## config.mk

```make
export PLATFORM = sky130hd
export DESIGN_NAME = fm_chip_dual_timer_status_core
export DESIGN_NICKNAME = d
export VERILOG_FILES = /design/src/hdl/fmts_pkg.sv /design/src/hdl/fmts_in_stage.sv /design/src/hdl/fmts_cfg.sv /design/src/hdl/fmts_timer.sv /design/src/hdl/fm_chip_dual_timer_status_core.sv
export SDC_FILE = /design/constraint.sdc
export NUM_CORES = 1
export LEC_CHECK = 0
export BUFFER_PORTS_ARGS = -buffer_cell sky130_fd_sc_hd__buf_2
export CORE_MARGIN = 3
export CORE_UTILIZATION = 50
export DETAILED_ROUTE_END_ITERATION = 12
export GPL_TIMING_DRIVEN = 0
export PLACE_DENSITY = 0.78
export SLEW_MARGIN = 10
export SYNTH_ARGS = -nofsm -noshare
export SYNTH_HDL_FRONTEND = slang
export SYNTH_SLANG_ARGS = --single-unit
```

## constraint.sdc

```tcl
create_clock -name clk_i -period 15.68 [get_ports clk_i]
set_input_delay 2.352 -clock clk_i [delete_from_list [all_inputs] [get_ports clk_i]]
set_output_delay 2.352 -clock clk_i [all_outputs]
set_load 0.02 [all_outputs]
```

## src/hdl/fmts_pkg.sv

```systemverilog
// Shared types and constants for the FM-chip dual timer status block.
`default_nettype none
package fmts_pkg;

  localparam int unsigned FuncW    = 2;
  localparam int unsigned AddrW    = 9;
  localparam int unsigned DataW    = 8;
  localparam int unsigned TickW    = 10;
  localparam int unsigned BaseW    = 3;
  localparam int unsigned ElapsedW = 18;
  localparam int unsigned LimitW   = 19;
  localparam int unsigned CfgIdxW  = 2;

  // Item function codes
  localparam logic [FuncW-1:0] FuncWrite = 2'd0;
  localparam logic [FuncW-1:0] FuncRead  = 2'd1;
  localparam logic [FuncW-1:0] FuncTick  = 2'd2;

  // Register numbers handled by the timer block
  localparam logic [AddrW-1:0] RegT1Preset = 9'd2;
  localparam logic [AddrW-1:0] RegT2Preset = 9'd3;
  localparam logic [AddrW-1:0] RegControl  = 9'd4;

  // Control register bits
  localparam int unsigned CtlIrqReset = 7;
  localparam int unsigned CtlT1Mask   = 6;
  localparam int unsigned CtlT2Mask   = 5;
  localparam int unsigned CtlT1Start  = 0;
  localparam int unsigned CtlT2Start  = 1;

  // Configuration register indexes
  localparam logic [CfgIdxW-1:0] CfgStatusBase = 2'd0;
  localparam logic [CfgIdxW-1:0] CfgT1Tick     = 2'd1;
  localparam logic [CfgIdxW-1:0] CfgT2Tick     = 2'd2;

  localparam logic [BaseW-1:0] StatusBaseRst = 3'd0;
  localparam logic [TickW-1:0] T1TickRst     = 10'd80;
  localparam logic [TickW-1:0] T2TickRst     = 10'd320;

  localparam logic [ElapsedW-1:0] ElapsedMax = {ElapsedW{1'b1}};
  localparam logic [8:0]          PresetSpan = 9'd256;

  typedef struct packed {
    logic [FuncW-1:0] func;
    logic [AddrW-1:0] addr;
    logic [DataW-1:0] wdata;
  } item_t;

  // Per-cycle command to one timer
  typedef struct packed {
    logic             tick;
    logic             load;
    logic [DataW-1:0] preset;
    logic             set_en;
    logic             en;
  } tmr_cmd_t;

endpackage
`default_nettype wire

```

## src/hdl/fmts_in_stage.sv

```systemverilog
// Input register stage holding one accepted item.
`default_nettype none
module fmts_in_stage (
  input  wire logic                     clk_i,
  input  wire logic                     rst_ni,
  input  wire logic                     in_valid_i,
  output logic                          in_stall_o,
  input  wire logic [fmts_pkg::FuncW-1:0] func_i,
  input  wire logic [fmts_pkg::AddrW-1:0] reg_addr_i,
  input  wire logic [fmts_pkg::DataW-1:0] wdata_i,
  input  wire logic                     take_i,
  output logic                          valid_o,
  output fmts_pkg::item_t               item_o
);

  logic            valid_q, valid_d;
  logic            load;
  fmts_pkg::item_t item_q;

  assign in_stall_o = valid_q & ~take_i;
  assign load       = in_valid_i & ~in_stall_o;
  assign valid_d    = load | (valid_q & ~take_i);

  always_ff @(posedge clk_i or negedge rst_ni) begin
    if (!rst_ni) begin
      valid_q <= 1'b0;
    end else begin
      valid_q <= valid_d;
    end
  end

  always_ff @(posedge clk_i) begin
    if (load) begin
      item_q.func  <= func_i;
      item_q.addr  <= reg_addr_i;
      item_q.wdata <= wdata_i;
    end
  end

  assign valid_o = valid_q;
  assign item_o  = item_q;

endmodule
`default_nettype wire

```

## src/hdl/fmts_cfg.sv

```systemverilog
// Configuration registers: status base code and the two tick periods.
`default_nettype none
module fmts_cfg (
  input  wire logic                       clk_i,
  input  wire logic                       rst_ni,
  input  wire logic                       we_i,
  input  wire logic [fmts_pkg::CfgIdxW-1:0] idx_i,
  input  wire logic [fmts_pkg::TickW-1:0]   wdata_i,
  output logic [fmts_pkg::BaseW-1:0]        status_base_o,
  output logic [fmts_pkg::TickW-1:0]        t1_tick_o,
  output logic [fmts_pkg::TickW-1:0]        t2_tick_o
);

  logic [fmts_pkg::BaseW-1:0] base_q;
  logic [fmts_pkg::TickW-1:0] t1_tick_q;
  logic [fmts_pkg::TickW-1:0] t2_tick_q;

  always_ff @(posedge clk_i or negedge rst_ni) begin
    if (!rst_ni) begin
      base_q    <= fmts_pkg::StatusBaseRst;
      t1_tick_q <= fmts_pkg::T1TickRst;
      t2_tick_q <= fmts_pkg::T2TickRst;
    end else if (we_i) begin
      if (idx_i == fmts_pkg::CfgStatusBase) begin
        base_q <= wdata_i[fmts_pkg::BaseW-1:0];
      end
      if (idx_i == fmts_pkg::CfgT1Tick) begin
        t1_tick_q <= wdata_i;
      end
      if (idx_i == fmts_pkg::CfgT2Tick) begin
        t2_tick_q <= wdata_i;
      end
    end
  end

  assign status_base_o = base_q;
  assign t1_tick_o     = t1_tick_q;
  assign t2_tick_o     = t2_tick_q;

endmodule
`default_nettype wire

```

## src/hdl/fmts_timer.sv

```systemverilog
// One interval timer: preset, enable, saturating elapsed count and expiry compare.
`default_nettype none
module fmts_timer (
  input  wire logic                     clk_i,
  input  wire logic                     rst_ni,
  input  wire fmts_pkg::tmr_cmd_t       cmd_i,
  input  wire logic [fmts_pkg::TickW-1:0] tick_us_i,
  output logic                          expired_o
);

  logic [fmts_pkg::DataW-1:0]    preset_q, preset_d;
  logic                          en_q, en_d;
  logic [fmts_pkg::ElapsedW-1:0] elapsed_q, elapsed_d;
  logic [8:0]                    span;
  logic [fmts_pkg::LimitW-1:0]   limit;

  always_comb begin
    preset_d  = preset_q;
    en_d      = en_q;
    elapsed_d = elapsed_q;
    priority if (cmd_i.load) begin
      preset_d = cmd_i.preset;
      if (en_q) elapsed_d = '0;
    end else if (cmd_i.set_en) begin
      en_d = cmd_i.en;
      if (cmd_i.en) elapsed_d = '0;
    end else if (cmd_i.tick) begin
      // hold at the top instead of wrapping
      if (elapsed_q != fmts_pkg::ElapsedMax) elapsed_d = elapsed_q + 1'b1;
    end
  end

  always_ff @(posedge clk_i or negedge rst_ni) begin
    if (!rst_ni) begin
      preset_q  <= '0;
      en_q      <= 1'b0;
      elapsed_q <= '0;
    end else begin
      preset_q  <= preset_d;
      en_q      <= en_d;
      elapsed_q <= elapsed_d;
    end
  end

  assign span      = fmts_pkg::PresetSpan - {1'b0, preset_q};
  assign limit     = {{(fmts_pkg::LimitW-9){1'b0}}, span} *
                     {{(fmts_pkg::LimitW-fmts_pkg::TickW){1'b0}}, tick_us_i};
  assign expired_o = en_q & ({1'b0, elapsed_q} > limit);

endmodule
`default_nettype wire

```

## src/hdl/fm_chip_dual_timer_status_core.sv

```systemverilog
// Top level of the FM-chip dual timer and status port.
// Takes one item per clock while in_stall_o is low: register writes, status
// reads and microsecond ticks. Each item is registered on transfer and decoded
// from that register against the timer state, and a status read places its
// byte in the output register, from which it is presented. The per-timer
// multiply of (256 - preset) by the tick period and the elapsed compare set
// the cycle path.
// Configuration writes are always ready and take effect on the next clock.
`default_nettype none
module fm_chip_dual_timer_status_core (
  input  wire logic                       clk_i,
  input  wire logic                       rst_ni,
  input  wire logic                       in_valid_i,
  output logic                            in_stall_o,
  input  wire logic [fmts_pkg::FuncW-1:0]   func_i,
  input  wire logic [fmts_pkg::AddrW-1:0]   reg_addr_i,
  input  wire logic [fmts_pkg::DataW-1:0]   wdata_i,
  output logic                            out_valid_o,
  input  wire logic                       out_stall_i,
  output logic [fmts_pkg::DataW-1:0]        status_o,
  input  wire logic                       cfg_valid_i,
  output logic                            cfg_ready_o,
  input  wire logic [fmts_pkg::CfgIdxW-1:0] cfg_index_i,
  input  wire logic [fmts_pkg::TickW-1:0]   cfg_wdata_i
);

  logic                       s1_valid;
  fmts_pkg::item_t            s1_item;
  logic                       is_read, is_write, is_tick;
  logic                       take, fire;
  logic                       ctl_wr;
  fmts_pkg::tmr_cmd_t         t1_cmd, t2_cmd;
  logic                       t1_exp, t2_exp;
  logic [fmts_pkg::BaseW-1:0] status_base;
  logic [fmts_pkg::TickW-1:0] t1_tick, t2_tick;
  logic                       out_valid_q, out_valid_d;
  logic [fmts_pkg::DataW-1:0] status_q, status_d;

  assign cfg_ready_o = 1'b1;

  fmts_cfg u_cfg (
    .clk_i         (clk_i),
    .rst_ni        (rst_ni),
    .we_i          (cfg_valid_i),
    .idx_i         (cfg_index_i),
    .wdata_i       (cfg_wdata_i),
    .status_base_o (status_base),
    .t1_tick_o     (t1_tick),
    .t2_tick_o     (t2_tick)
  );

  fmts_in_stage u_in (
    .clk_i      (clk_i),
    .rst_ni     (rst_ni),
    .in_valid_i (in_valid_i),
    .in_stall_o (in_stall_o),
    .func_i     (func_i),
    .reg_addr_i (reg_addr_i),
    .wdata_i    (wdata_i),
    .take_i     (take),
    .valid_o    (s1_valid),
    .item_o     (s1_item)
  );

  assign is_write = s1_item.func == fmts_pkg::FuncWrite;
  assign is_read  = s1_item.func == fmts_pkg::FuncRead;
  assign is_tick  = s1_item.func == fmts_pkg::FuncTick;

  // a read waits only while the output register still holds an untaken status
  assign take = ~is_read | ~out_valid_q | ~out_stall_i;
  assign fire = s1_valid & take;

  assign ctl_wr = fire & is_write & (s1_item.addr == fmts_pkg::RegControl);

  always_comb begin
    t1_cmd.tick   = fire & is_tick;
    t1_cmd.load   = fire & is_write & (s1_item.addr == fmts_pkg::RegT1Preset);
    t1_cmd.preset = s1_item.wdata;
    t1_cmd.set_en = ctl_wr & (s1_item.wdata[fmts_pkg::CtlIrqReset] |
                              ~s1_item.wdata[fmts_pkg::CtlT1Mask]);
    t1_cmd.en     = ~s1_item.wdata[fmts_pkg::CtlIrqReset] &
                    s1_item.wdata[fmts_pkg::CtlT1Start];

    t2_cmd.tick   = fire & is_tick;
    t2_cmd.load   = fire & is_write & (s1_item.addr == fmts_pkg::RegT2Preset);
    t2_cmd.preset = s1_item.wdata;
    t2_cmd.set_en = ctl_wr & (s1_item.wdata[fmts_pkg::CtlIrqReset] |
                              ~s1_item.wdata[fmts_pkg::CtlT2Mask]);
    t2_cmd.en     = ~s1_item.wdata[fmts_pkg::CtlIrqReset] &
                    s1_item.wdata[fmts_pkg::CtlT2Start];
  end

  fmts_timer u_t1 (
    .clk_i     (clk_i),
    .rst_ni    (rst_ni),
    .cmd_i     (t1_cmd),
    .tick_us_i (t1_tick),
    .expired_o (t1_exp)
  );

  fmts_timer u_t2 (
    .clk_i     (clk_i),
    .rst_ni    (rst_ni),
    .cmd_i     (t2_cmd),
    .tick_us_i (t2_tick),
    .expired_o (t2_exp)
  );

  assign status_d = {t1_exp | t2_exp, t1_exp, t2_exp, 2'b00, status_base};

  always_comb begin
    priority if (fire & is_read) out_valid_d = 1'b1;
    else if (!out_stall_i)       out_valid_d = 1'b0;
    else                         out_valid_d = out_valid_q;
  end

  always_ff @(posedge clk_i or negedge rst_ni) begin
    if (!rst_ni) begin
      out_valid_q <= 1'b0;
    end else begin
      out_valid_q <= out_valid_d;
    end
  end

  always_ff @(posedge clk_i) begin
    if (fire & is_read) begin
      status_q <= status_d;
    end
  end

  assign out_valid_o = out_valid_q;
  assign status_o    = status_q;

endmodule
`default_nettype wire
```

# ---- Word-level counts from Yosys, hierarchy flattened
# Index checks and enable logic that the tools add are counted.
dict set report word_totals {
  ff_bits 104
  latchBits 0
  mem_bits_rw 0
  rom_bits 0
  output_inout_bits 11
  word_cells 95
  n_memories 0
}
dict set report op_classes {
  add_sub_neg 4
  n_mul 2
  div_mod_pow 0
  n_lt_le_gt_ge 2
  n_eq_ne 14
  shifts 0
  mux 14
  n_bitwise 31
  reduce_logical 13
}
# operator count
set op_table {}
lappend op_table {{$mux 18} 12}
lappend op_table {{$gt 18x19->1} 2}
lappend op_table {{$mul 9x10->19} 2}
lappend op_table {{$add 18x1->18 const B} 2}
lappend op_table {{$ne 18x18->1 const B} 2}
lappend op_table {{$eq 9x2->1 const B} 2}
lappend op_table {{$sub 9x8->9 const A} 2}
lappend op_table {{$and 1x1->1} 15}
lappend op_table {{$reduce_bool 3->1} 4}
lappend op_table {{$not 1->1} 10}
lappend op_table {{$reduce_and 2->1} 5}
lappend op_table {{$eq 9x3->1 const B} 1}
lappend op_table {{$reduce_and 4->1} 2}
lappend op_table {{$ne 2x1->1 const B} 3}
lappend op_table {{$ne 3x1->1 const B} 2}
lappend op_table {{$or 1x1->1} 6}
lappend op_table {{$eq 2x1->1 const B} 2}
lappend op_table {{$eq 2x2->1 const B} 2}
lappend op_table {{$logic_not 2->1} 2}
lappend op_table {{$mux 1} 2}

# ---- Depth between registers and ports, before layout
# Gate-level depths: netlist of run 1.
dict set report logic_depth {
  word_depth 10
  ltp_mapped 28
}

# ---- Cells and area by module
# Synthesis of run 1 repeated with hierarchy kept, for this count alone.
dict set report hier_totals {
  hier_cells 1205
  hier_area_um2 11644.9
}
# module instances cells_each area_each_um2 seq_area_each_um2
set modules_own_cells {}
lappend modules_own_cells {{fmts_timer (u_t1)} 1 555 4880.9 675.6}
lappend modules_own_cells {{fmts_timer (u_t2)} 1 540 4749.6 675.6}
lappend modules_own_cells {fmts_cfg 1 51 964.7 580.6}
lappend modules_own_cells {fmts_in_stage 1 24 628.1 595.6}
lappend modules_own_cells {fm_chip_dual_timer_status_core 1 35 421.7 205.2}

# ---- Worst setup path before layout of run 1
# Ideal clock, no wire load.
dict set report synth_timing {
  path_type {register to register}
  from {register u_t1.preset_q[4] (netlist name)}
  to {register status_q, in the netlist status_o[7], data pin}
  setup_ps 267
  arrival_ps 6046
  t_required_ps 15413
  slack_ps 9366
  stages_incl_launch_ff 23
  n_path_buf 0
  path_cell_list {dfrtp_1 > or4_1 > nor4_1 > nand2_1 > fa_1 > fa_1 > inv_1 > fa_1 > inv_1 > fa_1 > inv_1 > ha_1 > nor3_1 > nor2_1 > nand4_1 > a31oi_1 > o41ai_1 > xor2_1 > ha_1 > nand4_1 > or3_1 > o221ai_1 > o31ai_1}
}
dict set report synth_between {
  elab_chain_cells 5
}
# item line_no
set synth_rtl {}
lappend synth_rtl {{start, declared} fmts_timer.sv:11} ;# logic [fmts_pkg::DataW-1:0] preset_q, preset_d;
lappend synth_rtl {{start signal, assigned} fmts_timer.sv:39} ;# preset_q <= preset_d;
lappend synth_rtl {{$sub 9x8->9} fmts_timer.sv:45} ;# assign span = fmts_pkg::PresetSpan - {1'b0, preset_q};
lappend synth_rtl {{$mul 9x10->19} fmts_timer.sv:46} ;# assign limit = {{(fmts_pkg::LimitW-9){1'b0}}, span} *
lappend synth_rtl {{$gt 18x19->1} fmts_timer.sv:48} ;# assign expired_o = en_q & ({1'b0, elapsed_q} > limit);
lappend synth_rtl {{$and 1x1->1} fmts_timer.sv:48}
lappend synth_rtl {{$or 1x1->1} fm_chip_dual_timer_status_core.sv:109} ;# assign status_d = {t1_exp | t2_exp, t1_exp, t2_exp, 2'b00, status_base};
lappend synth_rtl {{via status_d, one bit} fm_chip_dual_timer_status_core.sv:37} ;# logic [fmts_pkg::DataW-1:0] status_q, status_d;
lappend synth_rtl {{end signal, assigned} fm_chip_dual_timer_status_core.sv:127} ;# status_q <= status_d;
lappend synth_rtl {{end, declared} fm_chip_dual_timer_status_core.sv:37}
# The timed path passes the listed nets, and every way through them passes these cells.
# A chain may end at the register's enable or synchronous reset.

# ---- Worst setup path after layout of run 1
dict set report layout_timing {
  from {register u_t2.preset_q[0] (netlist name)}
  to {register status_q, in the netlist status_o[7], data pin}
}
dict set report layout_between {
  elab_chain_cells 5
}
# item line_no
set layout_rtl {}
lappend layout_rtl {{start, declared} fmts_timer.sv:11}
lappend layout_rtl {{start signal, assigned} fmts_timer.sv:39}
lappend layout_rtl {{$sub 9x8->9} fmts_timer.sv:45}
lappend layout_rtl {{$mul 9x10->19} fmts_timer.sv:46}
lappend layout_rtl {{$gt 18x19->1} fmts_timer.sv:48}
lappend layout_rtl {{$and 1x1->1} fmts_timer.sv:48}
lappend layout_rtl {{$or 1x1->1} fm_chip_dual_timer_status_core.sv:109}
lappend layout_rtl {{via status_d, one bit} fm_chip_dual_timer_status_core.sv:37}
# The timed path passes the listed nets, and every way through them passes these cells.

==> results.yml, run 1 <==
timing:
  setup_slack_ps: 8069
  final_max_slew_viol_count: 0
  min_period_ps: 7611
  clock-skew-final_ps: 12.28
  min_period_over_period_pct: 48.54
  fmax_mhz: 131.4
  slew-limit-headroom_pct: 23.50
  setup_viol: 0
  finalSetupTns_ps: 0
  grt_setup_unrepaired: "no"
  worst-slew-pin-transition_ps: 1148
  hold_violations: 0
placement:
  dp_slack_ps: 8200
  dpl.hpwl_mm: 18.82
  io_buffers: 43
  place_congestion: 0.8919
synthesis:
  netlist_top_cells_area: "fa_1 20%, dfrtp_1 17%, ha_1 13%"
  ys_seq_area_share_pct: 24.16
  yosysTopAreaCellShare_pct: 20.18
  synth-edff-count: 25
  synth_area_um2: 11310
  yosys.area.top_type: "fa_1"
  synthArstFlopShare_pct: 75.96
  yosys_warnings: 0
  synthCells: 1208
  synth_seq_cells: 104
  syn_area_per_cell_um2: 9.363
  synth-main-ff-cell: "dfrtp_1"
  yosysUniqueCellTypes: 68
clocking:
  htree_levels: 3
  insertion_delay_ps: 350
  clkTransAtPathRegs_ps: 80
  cts_buffers: 9
  cts_resized: 0
  postCtsSetupRepairBufs: 0
  clock_sinks: 104
  clockBufferDepth: 2
  cts_root_buf: "clkbuf_16"
  cts_tree: "built"
  hold_buffers: 0
worst_setup_path:
  crit_family: "adder cells"
  crit_slowest_cell: "nor3_1"
  critPathCaptureType: "flop"
  crit_type: "flop to flop"
  path_buf_inv: 4
  rrSetupSlack_ps: 8070
  critPathLaunchType: "flop"
  cp_slowest_stage_delay_ps: 840
  path_max_fanout: 10
  worstPathRequired_ps: 15720
  arrival_ps: 7650
finish:
  final_common_cell: "inv_1"
  antennaDiodeCount: 0
  most-common-layout-cells: "197 x inv_1, 125 x nand2_1, 118 x ha_1, 114 x fa_1, 107 x and2_1"
  multi_input_area_um2: 7702
  drive_gt1_share_pct: 9.771
  register_area_um2: 2733
  synthToLayoutAreaGrowth_pct: 8.042
  nets: 1532
  fillCellCount: 1922
grt:
  antenna_found_initial: 0
  grt_max_degree: 63
  grt_pass1_vias: 8575
  grt_overflow: 0
  grt_busiest_layer: "met2"
  grt_util_met3_pct: 3.125
  grtUsageTotal_pct: 20.32
  met1_usage_pct: 29.44
  grt_pass1_wl_mm: 40.79
  use_met2_pct: 32.87
route:
  ant_nets: 0
  drtIter0Drc: 528
  route.vias.total: 8392
  firstDrtPassIters: 5
  drt_wl_total_mm: 23.25
  via_per_inst: 5.418
  wl_per_cell_um: 15.01
  drc_errors: 0
floorplan:
  die_w_um: 156.4
  initial_utilization_pct: 51.35
  die_area_um2: 24460
  dieHeight_um: 156.4
  num_io_pins: 47
  rows: 54
  coreArea_um2: 22030
job:
  cap_violations: 0
run_status:
  status: "complete, no violations"
power_and_ir_drop:
  power.density_nw_per_um2: 71.49
  irDropWorstVdd_mv: 0.08161
  p_leak_uw: 0.006060
  power_uw: 873.6
hold_path:
  hp-class: "flop to flop"
kinds of logic (layout without fill, tap and decap cells):
kind of cell / after synthesis / count (layout) / synth area share (%)
compound gates: 131 / 131 / 7.401
buf+inv: 231 / 291 / 7.854
fa+ha+maj: 232 / 232 / 33.23
other cells: 2 / 3 / 0.06640
simple gates: 407 / 407 / 18.54
mux: 44 / 44 / 4.336
flops: 104 / 104 / 24.16
xor+xnor: 57 / 57 / 4.414
per-layer routing:
| layer | vias up | share of wire (%) |
|---|---|---|
| li1 | 4039 | - |
| met1 | 4140 | 48 |
| met2 | 195 | 46 |
| met3 | 18 | 4.7 |
| met4 | 0 | 0.94 |
| met5 | - | 0 |
metrics by stage:
| step | cell area [um2] | utilization [%] | std cells | hold WS [ps] |
|---|---|---|---|---|
| after floorplan | 11310 | - | 1209 | 421.0 |
| after global routing | 12220 | 55.48 | 1549 | 461.4 |
| after detailed placement | 11920 | 54.11 | 1533 | 435.8 |
| after CTS | 12220 | 55.48 | 1549 | 451.8 |
| after global placement | 11880 | 53.94 | 1532 | 425.4 |
| final | 12220 | 55.48 | 1549 | 454.0 |
synth_stat cells (10+ instances only):
| cell | instances |
|---|---|
| nand2_1 | 125 |
| edfxtp_1 | 25 |
| dfrtp_1 | 75 |
| mux2_2 | 40 |
| clkbuf_1 | 22 |
| xnor2_1 | 27 |
| fa_1 | 114 |
| nor3_1 | 22 |
| nand4_1 | 18 |
| nor2b_1 | 11 |
| nand3_1 | 11 |
| or3_1 | 10 |
| xor2_1 | 30 |
| and2_1 | 107 |
| inv_1 | 197 |
| nor2_1 | 61 |
| o21ai_0 | 34 |
| ha_1 | 118 |
| a21oi_1 | 35 |
registers in the layout, indices dropped and copies added, names as in the netlist:
register             cells
u_in.valid_o             1
u_t1.elapsed_q          18
status_o                 6
u_t2.elapsed_q          18
out_valid_o              1
u_t1.preset_q            8
u_cfg.status_base_o      3
u_t2.preset_q            8
u_in.item_o             19
u_cfg.t1_tick_o         10
u_cfg.t2_tick_o         10
u_t2.en_q                1
u_t1.en_q                1
path summary, 6_finish.rpt:
kind	start	to	cells past startpoint
min in group asynchronous	rst_ni	u_t2.elapsed_q[1]$_DFFE_PN0P_	1
min	u_cfg.status_base_o[0]$_DFFE_PN0P_	status_o[0]$_DFFE_PP_	0
max reg2reg	u_t2.preset_q[0]$_DFFE_PN0P_	status_o[7]$_DFFE_PP_	27
max in group asynchronous	rst_ni	u_cfg.t1_tick_o[4]$_DFFE_PN1P_	2
max	u_t2.preset_q[0]$_DFFE_PN0P_	status_o[7]$_DFFE_PP_	27
min reg2reg	u_cfg.status_base_o[0]$_DFFE_PN0P_	status_o[0]$_DFFE_PP_	0
area by class of cell:
cell class | instances | area share (%)
timing repair buffer | 44 | 2.007
clock inverter | 5 | 0.3993
multi-input combinational | 874 | 63.03
buffer | 34 | 1.218
clock buffer | 11 | 2.068
tap | 280 | 2.867
inverter | 197 | 6.051
sequential | 104 | 22.36
power breakdown:
group	total, uW	internal [uW]	leakage (uW)	switching [uW]
clock network	222	119	0.000149	103
logic	323	131	0.00464	193
registers	329	304	0.00127	25.1
Power figures use the tool's default switching activity.
==> run 2: changes to the inputs <==
clock period = 7.2 ns   (was 15.68 ns; I/O delays follow)
==> results.yml, run 2 (synthesis results as in run 1) <==
run_status:
  status: "complete, no violations"
worst_setup_path:
  cpMostUsedCell: "inv_1"
  path_max_fanout: 10
  rr_endpoint: "status_o[5]$_DFFE_PP_"
  critPathCaptureType: "flop"
  rr_startpoint: "u_t2.preset_q[0]$_DFFE_PN0P_"
  worstPathRequired_ps: 7410
  rrSetupSlack_ps: 260
  reg2reg_depth: 28
  cp_slowest_stage_delay_ps: 560
  crit_type: "flop to flop"
  critPathLaunchType: "flop"
  crit_slowest_cell: "fa_1"
  arrival_ps: 7160
finish:
  nets: 1534
  drive_gt1_share_pct: 11.09
  antennaDiodeCount: 0
  instances_no_fill: 1551
  largest_register_ffs: 19
  synthToLayoutAreaGrowth_pct: 9.381
  fin_util_pct: 56.17
  fillCellCount: 1883
  final_common_cell: "inv_1"
  most-common-layout-cells: "197 x inv_1, 125 x nand2_1, 118 x ha_1, 114 x fa_1, 107 x and2_1"
timing:
  min_period_ps: 6944
  slew-limit-headroom_pct: 23.76
  clock-skew-final_ps: 12.56
  hold_slack_ps: 454.1
  grt_setup_unrepaired: "yes"
  finalSetupTns_ps: 0
  fmax_mhz: 144.0
  worst-slew-pin-transition_ps: 1144
  hold_violations: 0
  final_max_slew_viol_count: 0
  setup_viol: 0
  setup_slack_ps: 255.9
  min_period_over_period_pct: 96.45
placement:
  dp_slack_ps: -280.1
  io_buffers: 43
  place_congestion: 0.8919
  dp_cells: 1533
  dpl.hpwl_mm: 18.82
clocking:
  htree_levels: 3
  insertion_delay_ps: 350
  clkTransAtPathRegs_ps: 80
  hold_buffers: 0
  cts_tree: "built"
  cts_buffers: 9
  clock_sinks: 104
  clockBufferDepth: 2
  cts_root_buf: "clkbuf_16"
floorplan:
  dieHeight_um: 156.4
  die_area_um2: 24460
  num_io_pins: 47
  initial_utilization_pct: 51.35
  die_w_um: 156.4
  coreArea_um2: 22030
  rows: 54
route:
  wl_per_cell_um: 15.22
  firstDrtPassIters: 4
  drtIter0Drc: 470
  drc_errors: 0
  ant_nets: 0
  route.vias.total: 8430
  via_per_inst: 5.435
  drt_wl_total_mm: 23.61
job:
  cap_violations: 0
power_and_ir_drop:
  sw_frac_of_total_pct: 36.76
  seqPwrFrac_pct: 37.4
  combPwrFrac_pct: 37.3
  power_switching_uw: 703.1
  p_int_uw: 1210
  pwr-share-clk_pct: 25.3
  irDropWorstVdd_mv: 0.1778
  p_leak_uw: 0.006141
  power.density_nw_per_um2: 154.6
grt:
  grt_util_met3_pct: 3.125
  grt_pass1_wl_mm: 40.85
  met1_usage_pct: 29.47
  grtUsageTotal_pct: 20.34
  antenna_found_initial: 0
  grt_pass1_vias: 8585
  use_met2_pct: 32.93
  grt_busiest_layer: "met2"
  grt_max_degree: 63
  grt_overflow: 0
hold_path:
  hp-start: "u_cfg.status_base_o[0]$_DFFE_PN0P_"
  min_path_cells: 0
  whs_endpoint: "status_o[0]$_DFFE_PP_"
  hp-class: "flop to flop"
run 2: cell types whose count changed in the layout (fill, tap and decap cells not counted), sizes merged:
cell  change
buf       +2
run 2: timing repair:
| action | in CTS | in global routing |
|---|---|---|
| endpoints found under the setup margin | 2 | 3 |
| resized for setup | 3 | 16 |
| buffers inserted | 0 | 2 |
| pin swaps | 0 | 2 |
run 2: worst max-delay path by stage:
stage	from	end	slack, ps	depth (start not counted)
floorplan	u_t1.preset_q[4]$_DFFE_PN0P_	status_o[7]$_DFFE_PP_	890	22
global placement	u_t2.preset_q[0]$_DFFE_PN0P_	status_o[7]$_DFFE_PP_	-150	27
detailed placement	u_t2.preset_q[0]$_DFFE_PN0P_	status_o[7]$_DFFE_PP_	-280	27
CTS	u_t2.preset_q[0]$_DFFE_PN0P_	status_o[7]$_DFFE_PP_	70	27
global route	u_t2.preset_q[0]$_DFFE_PN0P_	status_o[5]$_DFFE_PP_	-90	28
finish	u_t2.preset_q[0]$_DFFE_PN0P_	status_o[5]$_DFFE_PP_	260	28
run 2: power by group through the flow:
stage,combinational (uW),clock (uW),sequential [uW]
after floorplan,519,0,709
after global placement,673,0,724
after detailed placement,704,0,727
after CTS,711,493,715
after global routing,824,516,723
final,713,483,716
run 2: metrics by stage:
step           total power [uW]  instance area, um2
2_1_floorplan              1228               11310
3_3_place_gp               1397               11880
3_5_place_dp               1430               11920
4_1_cts                    1919               12240
5_1_grt                    2064               12370
6_report                   1913               12370
run 2: metal layers:
layer | part of all wire [%] | wire length [um]
met5 | 0 | 0
met4 | 1.1 | 252
met3 | 4.4 | 1045
met2 | 47 | 11050
met1 | 48 | 11260
run 2: critical path, delay by kind of cell, from the launching register on:
family	cells	cell delay, ps
adders and majority gates	7	3040
AOI/OAI and AO/OA	7	1620
and+or+nand+nor	7	1040
buffers and inverters	7	690
DFF	1	410
run 2: area by class of cell:
cell class	count	area [um2]	share of cell area, %
clock inverters	5	48.80	0.3944
repair buffers	46	272.8	2.205
plain buffers	34	148.9	1.203
clock buffers	11	252.7	2.043
inverters	197	739.5	5.977
well taps	280	350.3	2.832
multi-input cells	874	7826	63.26
flip-flops and latches	104	2733	22.09
==> run 3: changes to the inputs <==
ABC_AREA = 1   (was not set)
==> results.yml, run 3 <==
run_status:
  status: "complete, no violations"
synthesis:
  yosys_warnings: 0
  ys_seq_area_share_pct: 23.17
  synth-main-ff-cell: "dfrtp_1"
  synth_seq_cells: 104
  synth_commonest_cells: "340 x inv_1, 295 x nand2_1, 154 x nor2_1, 118 x ha_1, 114 x fa_1"
  yosysUniqueCellTypes: 47
  synth-edff-count: 25
  syn_area_per_cell_um2: 7.900
  synth.most_common_cell: "inv_1"
  yosysTopAreaCellShare_pct: 19.35
  synthArstFlopShare_pct: 75.96
  synth_area_um2: 11800
  synthCells: 1493
  yosys.area.top_type: "fa_1"
  netlist_top_cells_area: "fa_1 19%, dfrtp_1 16%, ha_1 13%"
worst_setup_path:
  worstPathRequired_ps: 7320
  crit_type: "flop to flop"
  critPathCaptureType: "flop"
  rr_startpoint: "u_t2.preset_q[2]$_DFFE_PN0P_"
  crit_slowest_cell: "fa_1"
  cp_slowest_stage_delay_ps: 570
  reg2reg_depth: 32
  rrSetupSlack_ps: 320
  crit_start: "u_t2.preset_q[2]$_DFFE_PN0P_"
  path_max_fanout: 7
  arrival_ps: 6990
  cpMostUsedCell: "inv_1"
  critPathLaunchType: "flop"
  rr_endpoint: "status_o[7]$_DFFE_PP_"
power_and_ir_drop:
  seqPwrFrac_pct: 40.5
  p_int_uw: 1126
  sw_frac_of_total_pct: 38.29
  power.density_nw_per_um2: 141.3
  pwr-share-clk_pct: 27.5
  power_switching_uw: 698.2
  p_leak_uw: 0.007033
  combPwrFrac_pct: 32.1
  irDropWorstVdd_mv: 0.1347
route:
  drtIter0Drc: 649
  wl_per_cell_um: 14.57
  firstDrtPassIters: 5
  route.vias.total: 9805
  drt_wl_total_mm: 27.21
  via_per_inst: 5.249
  drc_errors: 0
  ant_nets: 0
grt:
  antenna_found_initial: 0
  grt_pass1_vias: 9840
  grt_util_met3_pct: 2.966
  grt_max_degree: 57
  grtUsageTotal_pct: 21.62
  grt_busiest_layer: "met2"
  grt_overflow: 0
  met1_usage_pct: 27.03
  grt_pass1_wl_mm: 45.89
  use_met2_pct: 38.36
clocking:
  clkTransAtPathRegs_ps: 80
  htree_levels: 3
  cts_root_buf: "clkbuf_16"
  postCtsSetupRepairBufs: 0
  cts_tree: "built"
  hold_buffers: 0
  clockBufferDepth: 2
  insertion_delay_ps: 360
  cts_buffers: 9
  clock_sinks: 104
timing:
  fmax_mhz: 145.4
  clock-skew-final_ps: 13.06
  final_max_slew_viol_count: 0
  setup_slack_ps: 323.3
  min_period_over_period_pct: 95.51
  worst-slew-pin-transition_ps: 995.7
  hold_violations: 0
  finalSetupTns_ps: 0
  min_period_ps: 6877
  setup_viol: 0
  slew-limit-headroom_pct: 33.62
floorplan:
  coreArea_um2: 22920
  rows: 55
  dieHeight_um: 159.6
  die_w_um: 159.6
  num_io_pins: 47
  die_area_um2: 25470
  initial_utilization_pct: 51.47
hold_path:
  hp-class: "flop to flop"
  hp-start: "u_cfg.status_base_o[2]$_DFFE_PN0P_"
  min_path_cells: 0
  whs_endpoint: "status_o[2]$_DFFE_PP_"
finish:
  synthToLayoutAreaGrowth_pct: 9.452
  instances_no_fill: 1868
  drive_gt1_share_pct: 9.196
  largest_register_ffs: 19
  nets: 1818
  multi_input_area_um2: 7790
  final_common_cell: "inv_1"
  antennaDiodeCount: 0
  most-common-layout-cells: "337 x inv_1, 291 x nand2_1, 148 x nor2_1, 118 x ha_1, 114 x fa_1"
  fillCellCount: 2045
  register_area_um2: 2735
placement:
  dp_slack_ps: -34.85
  dpl.hpwl_mm: 21.82
  dp_cells: 1852
  place_congestion: 0.9285
  io_buffers: 43
job:
  cap_violations: 0
[run 3: cell types whose count changed after synthesis, sizes merged, moves of 18 or more]
cell	before	now
nand2	125	298
inv	197	345
and2	107	0
nor2	61	159
nand3	12	65
mux2	40	0
o21ai	36	62
nor3	23	41
[run 3: critical path: cells and delay by family, from the launching register on]
kind | cells | cell delay, ps
compound gates | 5 | 780
xor+xnor | 2 | 420
fa+ha+maj | 6 | 2740
buf+inv | 6 | 470
flops | 1 | 480
simple gates | 13 | 1740
[run 3: power groups by stage]
stage,registers (uW),logic (uW),clock network (uW)
floorplan,718,434,0
global placement,744,553,0
detailed placement,746,576,0
CTS,735,584,511
global route,744,688,534
finish,738,585,501
[run 3: area by class of cell]
type / instances / share of cell area, %
plain buffers: 21 / 0.9692
inverters: 346 / 10.06
clock inverters: 7 / 0.6493
flip-flops and latches: 104 / 21.19
well taps: 313 / 3.034
multi-input cells: 1023 / 60.34
repair buffers: 45 / 2.016
clock buffers: 9 / 1.745
[run 3: cell families after synthesis]
logic type	after synthesis	synth area share, %
adders and majority gates	232	31.87
buffers and inverters	367	12.03
DFF	104	23.17
and+or+nand+nor	601	22.02
AOI/OAI and AO/OA	120	5.750
muxes	12	1.018
other	2	0.06367
xor gates and xnor gates	55	4.084
[run 3: layer usage]
| layer | up-vias | share of wire (%) |
|---|---|---|
| li1 | 4701 | - |
| met1 | 4724 | 41 |
| met2 | 309 | 51 |
| met3 | 71 | 5.1 |
| met4 | 0 | 3.1 |
| met5 | - | 0 |
[run 3: how the worst max path moves through the flow]
stage	cells past startpoint	endpoint
final	32	status_o[7]$_DFFE_PP_
after global routing	34	status_o[7]$_DFFE_PP_
after CTS	29	status_o[7]$_DFFE_PP_
after detailed placement	31	status_o[7]$_DFFE_PP_
after global placement	30	status_o[7]$_DFFE_PP_
after floorplan	35	status_o[7]$_DFFE_PP_
[run 3: per-stage QoR]
| stage | hold slack, ps | util, % | instance area [um2] | total power [uW] |
|---|---|---|---|---|
| floorplan | 425.3 | - | 11800 | 1152 |
| global placement | 431.8 | 54.14 | 12410 | 1298 |
| detailed placement | 433.7 | 54.34 | 12450 | 1322 |
| CTS | 451.2 | 55.78 | 12780 | 1830 |
| global route | 456.7 | 56.34 | 12910 | 1966 |
| finish | 450.1 | 56.34 | 12910 | 1824 |
[run 3: timing repair]
| action | 4_1_cts | 5_1_grt |
|---|---|---|
| pin swaps | 0 | 4 |
| endpoints found under the setup margin | 3 | 3 |
| gates resized for setup | 4 | 42 |
